<file path="src/design/ntg_pkg.sv">
// package: shared types and constants for the nearest target go-to-goal block
`default_nettype none
package ntg_pkg;
  localparam int MaxTargets = 16;
  localparam int IdxW = 4;
  localparam int CordicSteps = 24;
  localparam int AngW = 34;
  localparam logic signed [AngW-1:0] PiQ30 = 34'sd3373259426;
  localparam logic signed [15:0] PiQ = 16'sd12868;

  localparam logic [1:0] REQ_POSE = 2'd0;
  localparam logic [1:0] REQ_ENTRY = 2'd1;
  localparam logic [1:0] REQ_TICK = 2'd2;

  localparam logic [1:0] CFG_GLIN = 2'd0;
  localparam logic [1:0] CFG_GANG = 2'd1;
  localparam logic [1:0] CFG_COLL = 2'd2;
  localparam logic [1:0] CFG_SRCH = 2'd3;

  typedef struct packed {
    logic scan_clear;
    logic scan_step;
    logic eat_clear;
    logic eat_step;
    logic tick_load;
    logic calc_step;
    logic finish;
  } ntg_cmd_t;

  typedef struct packed {
    logic scan_last;
    logic eat_hit;
    logic calc_done;
    logic drive;
    logic collide;
  } ntg_sts_t;

  function automatic logic signed [AngW-1:0] atan_q30(input logic [4:0] i);
    case (i)
      5'd0: atan_q30 = 34'sd843314857;
      5'd1: atan_q30 = 34'sd497837829;
      5'd2: atan_q30 = 34'sd263043837;
      5'd3: atan_q30 = 34'sd133525159;
      5'd4: atan_q30 = 34'sd67021687;
      5'd5: atan_q30 = 34'sd33543516;
      5'd6: atan_q30 = 34'sd16775851;
      5'd7: atan_q30 = 34'sd8388437;
      5'd8: atan_q30 = 34'sd4194283;
      5'd9: atan_q30 = 34'sd2097149;
      default: atan_q30 = (i <= 5'd23) ? (34'sd1 <<< (5'd30 - i)) : 34'sd0;
    endcase
  endfunction
endpackage
`default_nettype wire

</file>
<file path="src/design/ntg_ctrl.sv">
// controller: sequencing of roster scan, eat search and tick calculation
`default_nettype none
module ntg_ctrl (
  input  wire logic            clk,
  input  wire logic            rst_n,
  input  wire logic            go_scan,
  input  wire logic            go_tick,
  input  wire ntg_pkg::ntg_sts_t sts,
  output ntg_pkg::ntg_cmd_t    cmd,
  output logic                 busy
);
  import ntg_pkg::*;
  typedef enum logic [4:0] {
    S_IDLE = 5'b00001, S_SCAN = 5'b00010, S_CALC = 5'b00100,
    S_EAT = 5'b01000, S_DONE = 5'b10000
  } state_t;
  state_t state_r, state_nxt;

  always_comb begin
    state_nxt = state_r;
    cmd = '0;
    case (state_r)
      S_IDLE: begin
        if (go_scan) begin
          cmd.scan_clear = 1'b1;
          state_nxt = S_SCAN;
        end else if (go_tick) begin
          cmd.tick_load = 1'b1;
          state_nxt = S_CALC;
        end
      end
      S_SCAN: begin
        cmd.scan_step = 1'b1;
        if (sts.scan_last) state_nxt = S_IDLE;
      end
      S_CALC: begin
        if (sts.collide) begin
          cmd.eat_clear = 1'b1;
          state_nxt = S_EAT;
        end else if (!sts.drive) begin
          state_nxt = S_DONE;
        end else begin
          cmd.calc_step = 1'b1;
          if (sts.calc_done) state_nxt = S_DONE;
        end
      end
      S_EAT: begin
        cmd.eat_step = 1'b1;
        if (sts.eat_hit || sts.scan_last) state_nxt = S_DONE;
      end
      S_DONE: begin
        cmd.finish = 1'b1;
        state_nxt = S_IDLE;
      end
      default: state_nxt = S_IDLE;
    endcase
  end

  always_ff @(posedge clk) begin
    if (!rst_n) state_r <= S_IDLE;
    else state_r <= state_nxt;
  end

  assign busy = (state_r != S_IDLE);

  a_start_only_idle: assert property (@(posedge clk) disable iff (!rst_n)
    (cmd.scan_clear || cmd.tick_load) |-> state_r == S_IDLE) else $error("start not idle");
  a_finish_returns: assert property (@(posedge clk) disable iff (!rst_n)
    cmd.finish |=> state_r == S_IDLE) else $error("finish not to idle");
  a_onehot: assert property (@(posedge clk) disable iff (!rst_n)
    $onehot(state_r)) else $error("state not onehot");
endmodule
`default_nettype wire

</file>
<file path="config.mk">
export PLATFORM = sky130hd
export DESIGN_NAME = ntg_ctrl
export DESIGN_NICKNAME = d
export VERILOG_FILES = /design/src/design/ntg_pkg.sv /design/src/design/ntg_ctrl.sv
export SDC_FILE = /design/constraint.sdc
export NUM_CORES = 1
export LEC_CHECK = 0
export ABC_AREA = 1
export BUFFER_PORTS_ARGS = -buffer_cell sky130_fd_sc_hd__buf_2
export CAP_MARGIN = 30
export CORE_AREA = 2 2 39 41
export CTS_CLUSTER_SIZE = 25
export DETAILED_ROUTE_END_ITERATION = 8
export DIE_AREA = 0 0 41 43
export SLEW_MARGIN = 0
export SYNTH_ARGS = -nofsm -noshare
export SYNTH_HDL_FRONTEND = slang
export SYNTH_SLANG_ARGS = --single-unit
</file>
<file path="constraint.sdc">
create_clock -name clk -period 1.4 [get_ports clk]
set_input_delay 0.35 -clock clk [delete_from_list [all_inputs] [get_ports clk]]
set_output_delay 0.35 -clock clk [all_outputs]
set_load 0.02 [all_outputs]
</file>
### Word-level counts from Yosys, hierarchy flattened

Cells that the tools add are included.
W data, S select, Z words.

| storage, ports and cells | value |
|---|---|
| register bits after elaboration | 5 |
| bits of input ports | 9 |
| output and inout bits | 8 |
| word-level logic and storage cells | 34 |

| operators by class | value |
|---|---|
| equal/unequal tests | 10 |
| muxes and demuxes | 21 |
| reduce and logical (&&, ||, !) cells | 2 |

Operators by type and width:

| operator | count |
|---|---|
| $mux W5 | 7 |
| $pmux W5 S4 | 1 |
| $mux W1 | 13 |
| $eq A5 B1 Y1 const B | 1 |
| $eq A5 B2 Y1 const B | 1 |
| $eq A5 B3 Y1 const B | 1 |
| $eq A5 B4 Y1 const B | 1 |
| $eq A5 B5 Y1 const B | 1 |
| $ne A5 B1 Y1 const B | 1 |
| $ne A2 B2 Y1 const B | 2 |
| $ne A4 B4 Y1 const B | 1 |
| $reduce_and A4 Y1 | 1 |
| $ne A3 B3 Y1 const B | 1 |
| $logic_or A1 B1 Y1 | 1 |

### Longest topological paths before layout

Gate-level depths: netlist of run 1.

| depth | value |
|---|---|
| depth in word-level cells | 4 |
| gate-level depth with buffers | 7 |

### Worst setup path after synthesis of run 1

OpenSTA, ideal clock, no wires.

| timing | value |
|---|---|
| kind | register to output |
| start point | register state_r[3] |
| end point | output port cmd[6] (netlist bit) |
| arrival time | 1.023 ns |
| slack | 0.027 ns |
| stages on the path, launching flop included | 7 |
| cells stage by stage | dfxtp_1 > nor2_2 > nand4_2 > inv_1 > nand2_1 > inv_1 > buf_4 |

RTL lines:

| what | RTL line | RTL |
|---|---|---|
| start, declared | ntg_ctrl.sv:17 | `state_t state_r, state_nxt;` |
| start signal, assigned | ntg_ctrl.sv:61 | `else state_r <= state_nxt;` |
| end, declared | ntg_ctrl.sv:9 | `output ntg_pkg::ntg_cmd_t cmd,` |

==> reports/metrics.json, run 1 <==
{
  "power": {
    "sequential_power_share_pct": 30.4,
    "clockPowerShare_pct": 30.6,
    "switchingPower_uw": 174,
    "irDropWorstVdd_uv": 418,
    "cellPowerDensity_nw_per_um2": 894,
    "power.static_leakage_uw": 0.000325,
    "power.share.combinational_pct": 39.0,
    "power.switching_fraction_pct": 31.6,
    "p_int_uw": 378
  },
  "sta": {
    "fin_max_slew_vios": 0,
    "timing_worst_slew_pin_value_ns": 0.180,
    "fin_crit_ns": 1.51,
    "finalWorstSetupSlack_ns": -0.105,
    "fin_skew_ns": 0.000341,
    "min_period_over_period_pct": 108,
    "max-slew-margin-rel_pct": 88.0,
    "grt_setup_unrepaired": "yes",
    "max_clock_freq_mhz": 664,
    "finalHoldViolations": 0,
    "setup_violations": 9,
    "hold-worst-slack_ns": 0.333
  },
  "worst_setup_path": {
    "endpoint_kind": "output pin",
    "worstSetupPathType": "reg2out",
    "crit_path_start_kind": "register",
    "critical_path.max_fanout": 4,
    "arrival_ns": 1.16,
    "worst_ep_required_ns": 1.05
  },
  "yosys": {
    "synth-main-ff-cell": "sky130_fd_sc_hd__dfxtp_1",
    "synth_mux_area_share_pct": 0,
    "synthesis.area_sq_um": 342,
    "number_of_synthesized_flops_with_an_enable_pin": 0,
    "synthesis.yosys.warnings": 0,
    "main_combinational_cell_family_by_area_after_synthesis": "simple AND/OR/NAND/NOR gates",
    "synthTopCellsByCount": "sky130_fd_sc_hd__nor2_1, sky130_fd_sc_hd__inv_1, sky130_fd_sc_hd__dfxtp_1, sky130_fd_sc_hd__nand2_1, sky130_fd_sc_hd__nand3_1",
    "postSynthAreaPerCell_sq_um": 6.21,
    "synth-simple-area-share_pct": 48.4,
    "synth.most_common_cell": "sky130_fd_sc_hd__nor2_1",
    "syn-num-nets": 64,
    "synth_top_cell_area_share_pct": 29.3,
    "synth_register_bits": 5,
    "synth_cell_type_count": 14,
    "synth-seq-area-share_pct": 29.3,
    "synth-adder-area-share_pct": 0,
    "synth_largest_area_cell": "sky130_fd_sc_hd__dfxtp_1",
    "netlist_instances": 55,
    "yosys-top-cells-area": "sky130_fd_sc_hd__dfxtp_1, sky130_fd_sc_hd__nor2_1, sky130_fd_sc_hd__inv_1",
    "synth-xor-area-share_pct": 0,
    "synth_compound_gate_area_share_pct": 5.86,
    "ys_async_sr_fraction_pct": 0
  },
  "die": {
    "die_h_um": 43,
    "die_w_um": 41,
    "fp.dieArea_sq_um": 1760,
    "rows": 14,
    "num_io_pins": 17,
    "floorplan.core_area_sq_um": 1380,
    "starting_density_of_the_core_pct": 24.7
  },
  "cts": {
    "cts-htree-levels": 1,
    "clkSinkCount": 5,
    "clock_path_buffers": 2,
    "cts.clk_slew.worst_paths_ns": 0.04,
    "cts_tree": "done",
    "numCtsBuffers": 3,
    "clock-root-buffer": "sky130_fd_sc_hd__clkbuf_4",
    "worst_skew_pair.late_latency_ns": 0.25
  },
  "global_routing": {
    "grt_start_max_net_pins": 6,
    "antenna_found_initial": 0,
    "globalRouteOverflowTotal": 0,
    "groute.usage.overall_pct": 12.0,
    "first_global_vias": 373,
    "grt_first_pass_wirelength_mm": 1.33
  },
  "final_layout": {
    "fillers": 149,
    "antenna-diode-count": 0,
    "largestRegisters": "state_r (5)",
    "flip_flop_count_of_the_largest_register_after_layout": 5,
    "num-nets-final": 96,
    "flow.area_growth_from_synthesis_pct": 81.0,
    "register_name_with_the_most_flops": "state_r",
    "post_route_cells_drive_above_1_share_pct": 58.1
  },
  "drt": {
    "post-route-drc-count": 0,
    "detail_route.wirelength_um": 934,
    "ant_nets": 0,
    "vias_per_cell": 4.40,
    "routed_wire_length_per_instance_um": 9.16,
    "drt_iter0_markers": 10,
    "count_of_vias_placed_by_the_detailed_router": 449,
    "detail_route.first_pass.iterations": 4
  },
  "placement": {
    "detailedPlace.worstSlack_ns": 0.0460,
    "detailedPlacementHpwl_um": 626,
    "port_buffers": 16,
    "place.gp.congestion": 0.789
  },
  "flow_run": {
    "cap_viol_max_count": 0
  },
  "outcome": {
    "run_status": "complete, but fails checks",
    "violations": "setup timing"
  },
  "hold_path": {
    "worstHoldPathType": "in2reg"
  }
}
cell usage in the layout, fill, tap and decap left out:
cell type | Yosys | layout
sky130_fd_sc_hd__buf_4 | 1 | 15
sky130_fd_sc_hd__nor2_1 | 16 | 12
sky130_fd_sc_hd__buf_2 | 0 | 10
sky130_fd_sc_hd__inv_1 | 11 | 9
sky130_fd_sc_hd__nand2_1 | 5 | 5
sky130_fd_sc_hd__inv_2 | 2 | 4
sky130_fd_sc_hd__nor2_2 | 2 | 4
sky130_fd_sc_hd__nand3_1 | 5 | 4
sky130_fd_sc_hd__nor2_4 | 1 | 3
sky130_fd_sc_hd__clkbuf_4 | 0 | 3
sky130_fd_sc_hd__buf_6 | 0 | 3
sky130_fd_sc_hd__dfxtp_2 | 0 | 3
sky130_fd_sc_hd__o21a_1 | 2 | 2
sky130_fd_sc_hd__nand4_4 | 0 | 1
sky130_fd_sc_hd__nand3_2 | 0 | 1
sky130_fd_sc_hd__nand4_2 | 2 | 1
sky130_fd_sc_hd__nand4_1 | 1 | 1
sky130_fd_sc_hd__or2_2 | 1 | 1
sky130_fd_sc_hd__o21ai_1 | 1 | 1
sky130_fd_sc_hd__clkbuf_1 | 0 | 1
sky130_fd_sc_hd__dfxtp_4 | 0 | 1
sky130_fd_sc_hd__dfxtp_1 | 5 | 1
cell type report:
class	instances	area [sq um]	share of cell area [%]
tap	16	20.0	3.24
multi-input combinational	36	219	35.4
inverter	13	48.8	7.89
sequential	5	108	17.4
timing repair buffer	28	196	31.8
clock buffer	4	26.3	4.25
kinds of logic after synthesis:
logic type,after synthesis
AOI/OAI and AO/OA,3
buffers and inverters,14
and+or+nand+nor,33
DFF,5
repair_timing:
action | in CTS | in global routing
hold buffers | 0 | 0
setup buffers | 7 | 4
endpoints found under the setup margin | 7 | 9
resized for setup | 14 | 10
gates cloned | 0 | 0
pin swaps | 2 | 3
critical path, cell delays in order (launching register included):
cell	delay, ns
sky130_fd_sc_hd__dfxtp_2	0.34
sky130_fd_sc_hd__nor2_4	0.14
sky130_fd_sc_hd__nand4_4	0.11
sky130_fd_sc_hd__inv_1	0.10
sky130_fd_sc_hd__nand2_1	0.06
sky130_fd_sc_hd__inv_2	0.06
sky130_fd_sc_hd__buf_6	0.11
final timing paths:
kind | depth (start not counted) | from | end | slack (ns)
max | 6 | state_r[3]$_SDFFE_PN0P_ | cmd[6] | -0.11
min | 2 | rst_n | state_r[0]$_SDFFE_PN1P_ | 0.33
max reg2reg | 10 | state_r[4]$_SDFFE_PN0P_ | state_r[0]$_SDFFE_PN1P_ | -0.01
min reg2reg | 4 | state_r[0]$_SDFFE_PN1P_ | state_r[0]$_SDFFE_PN1P_ | 0.66
routing by layer:
layer / GRT usage, % / part of all wire [%]
met5: 0 / 0
met4: 12.0 / 2.6
met3: 3.14 / 6.2
met2: 18.4 / 54
met1: 11.6 / 37
power by group through the flow:
stage | Sequential (uW) | Clock, uW | Combinational (uW)
floorplan | 165 | 0 | 91.7
global placement | 166 | 0 | 123
detailed placement | 167 | 0 | 124
CTS | 165 | 172 | 191
global route | 169 | 181 | 235
finish | 168 | 169 | 215
metrics by stage:
stage | TNS (ns) | total power, uW | area, sq um | std cells | util [%]
5_1_grt | -1.20 | 585 | 618 | 102 | 44.7
2_1_floorplan | 0 | 257 | 342 | 55 | -
4_1_cts | -0.657 | 527 | 554 | 98 | 40.1
6_report | -0.643 | 552 | 618 | 102 | 44.7
3_5_place_dp | 0 | 291 | 442 | 87 | 31.9
3_3_place_gp | 0 | 290 | 442 | 87 | 31.9
(Power assumes the default switching activity.)
==> run 2: changes to the inputs <==
Settings changed: CTS_BUF_LIST set to sky130_fd_sc_hd__clkbuf_8.
==> run 2 against run 1 <==
The run still ends with setup timing left. Clock skew hardly changed. Critical path depth stayed put. Non-clock buffer count is 2 lower. Setup slack got worse by 0.020 ns.
==> reports/metrics.json, run 2 (synthesis results as in run 1) <==
{
  "outcome": {
    "run_status": "complete, but fails checks",
    "violations": "setup timing"
  },
  "placement": {
    "port_buffers": 16,
    "place.gp.congestion": 0.789,
    "detailedPlace.worstSlack_ns": 0.0460,
    "detailedPlacementHpwl_um": 626
  },
  "die": {
    "fp.dieArea_sq_um": 1760,
    "rows": 14,
    "die_h_um": 43,
    "num_io_pins": 17,
    "floorplan.core_area_sq_um": 1380,
    "starting_density_of_the_core_pct": 24.7,
    "die_w_um": 41
  },
  "worst_setup_path": {
    "critical_path.max_fanout": 4,
    "crit_path_start_kind": "register",
    "setup.worst_path.start": "state_r[3]$_SDFFE_PN0P_",
    "worst_ep_required_ns": 1.05,
    "arrival_ns": 1.18,
    "worstSetupPathType": "reg2out",
    "r2r-start": "state_r[1]$_SDFFE_PN0P_",
    "endpoint_kind": "output pin"
  },
  "final_layout": {
    "flip_flop_count_of_the_largest_register_after_layout": 5,
    "layout_common_cells": "sky130_fd_sc_hd__nor2_1, sky130_fd_sc_hd__buf_4, sky130_fd_sc_hd__inv_1, sky130_fd_sc_hd__buf_2",
    "antenna-diode-count": 0,
    "largestRegisters": "state_r (5)",
    "flow.area_growth_from_synthesis_pct": 88.6,
    "fillers": 147,
    "num-nets-final": 94,
    "post_route_cells_drive_above_1_share_pct": 60.7,
    "register_name_with_the_most_flops": "state_r",
    "area_of_the_multi_input_gates_sq_um": 229,
    "area_occupied_by_registers_sq_um": 110
  },
  "power": {
    "power.switching_fraction_pct": 29.6,
    "power.share.combinational_pct": 35.5,
    "cellPowerDensity_nw_per_um2": 1030,
    "switchingPower_uw": 196,
    "sequential_power_share_pct": 25.5,
    "irDropWorstVdd_uv": 505,
    "design_power_total_uw": 662,
    "clockPowerShare_pct": 39.1,
    "p_int_uw": 466,
    "power.static_leakage_uw": 0.000331
  },
  "sta": {
    "fin_max_slew_vios": 0,
    "min_period_over_period_pct": 109,
    "finalWorstSetupSlack_ns": -0.126,
    "max-slew-margin-rel_pct": 86.1,
    "tns_ns": -0.686,
    "timing_worst_slew_pin_value_ns": 0.208,
    "max_clock_freq_mhz": 655,
    "grt_setup_unrepaired": "yes",
    "fin_skew_ns": 0.000221,
    "setup_violations": 9,
    "fin_crit_ns": 1.53,
    "finalHoldViolations": 0
  },
  "global_routing": {
    "groute.usage.overall_pct": 13.2,
    "antenna_found_initial": 0,
    "first_global_vias": 407,
    "globalRouteOverflowTotal": 0,
    "grt_start_max_net_pins": 6,
    "grt_first_pass_wirelength_mm": 1.46
  },
  "drt": {
    "post-route-drc-count": 0,
    "ant_nets": 0,
    "count_of_vias_placed_by_the_detailed_router": 455,
    "drt_iter0_markers": 12,
    "detail_route.wirelength_mm": 1.02,
    "routed_wire_length_per_instance_um": 10.2,
    "vias_per_cell": 4.55,
    "detail_route.first_pass.iterations": 4
  },
  "cts": {
    "cts-htree-levels": 1,
    "clock_path_buffers": 2,
    "numCtsBuffers": 3,
    "cts.clk_slew.worst_paths_ns": 0.03,
    "clock-root-buffer": "sky130_fd_sc_hd__clkbuf_8",
    "worst_skew_pair.late_latency_ns": 0.22,
    "clkSinkCount": 5,
    "cts_tree": "done"
  },
  "flow_run": {
    "cap_viol_max_count": 0
  },
  "hold_path": {
    "min-delay-start": "rst_n",
    "worstHoldPathType": "in2reg"
  }
}
==> run 2: cell count changes in the layout (fill, tap and decap cells not counted), sizes merged <==
cell    change
inv         +1
buf         -2
clkbuf      -1
==> run 2: area by class of cell <==
| class | count | area share [%] |
|---|---|---|
| Multi-Input combinational cell | 36 | 35.5 |
| Tap cell | 16 | 3.11 |
| Timing Repair Buffer | 26 | 29.7 |
| Inverter | 13 | 7.57 |
| Sequential cell | 5 | 17.1 |
| Clock inverter | 1 | 0.583 |
| Clock buffer | 3 | 6.41 |
==> run 2: stage by stage <==
stage / cell area [sq um] / util (%) / cells / hold slack [ns]
after detailed placement: 442 / 31.9 / 87 / 0.582
after CTS: 569 / 41.1 / 98 / 0.355
after global placement: 442 / 31.9 / 87 / 0.585
final: 644 / 46.6 / 100 / 0.363
after global routing: 644 / 46.6 / 100 / 0.365
after floorplan: 342 / - / 55 / 0.434
==> run 2: final timing paths <==
check | to | slack (ns) | depth (start not counted)
hold reg to reg | state_r[0]$_SDFFE_PN1P_ | 0.68 | 4
setup reg to reg | state_r[0]$_SDFFE_PN1P_ | -0.06 | 10
hold / removal | state_r[0]$_SDFFE_PN1P_ | 0.36 | 2
setup / recovery | cmd[2] | -0.13 | 6
==> run 2: timing repair <==
action	4_1_cts	5_1_grt
resized for setup	13	18
hold endpoints to repair	0	0
buffers inserted	7	3
hold buffers	0	0
pin swaps	2	3
endpoints found under the setup margin	6	9
==> run 2: power groups by stage <==
stage / Combinational [uW] / Sequential [uW] / Clock (uW)
2_1_floorplan: 91.7 / 165 / 0
3_3_place_gp: 123 / 166 / 0
3_5_place_dp: 124 / 167 / 0
4_1_cts: 190 / 166 / 263
5_1_grt: 253 / 171 / 275
6_report: 235 / 169 / 259
==> run 2: layer usage <==
layer	GRT usage (%)	wire length, um	up-vias
met1	11.9	359	203
met4	12.0	32	0
met5	0	0	-
met2	20.9	555	23
met3	4.71	69	5
li1	-	-	224
==> run 2: worst max-delay path, stage by stage (launching register included) <==
cell	delay, ns
sky130_fd_sc_hd__dfxtp_4	0.35
sky130_fd_sc_hd__nor2_4	0.14
sky130_fd_sc_hd__nand4_4	0.12
sky130_fd_sc_hd__nor2_2	0.10
sky130_fd_sc_hd__nand2_1	0.06
sky130_fd_sc_hd__inv_2	0.06
sky130_fd_sc_hd__buf_6	0.11
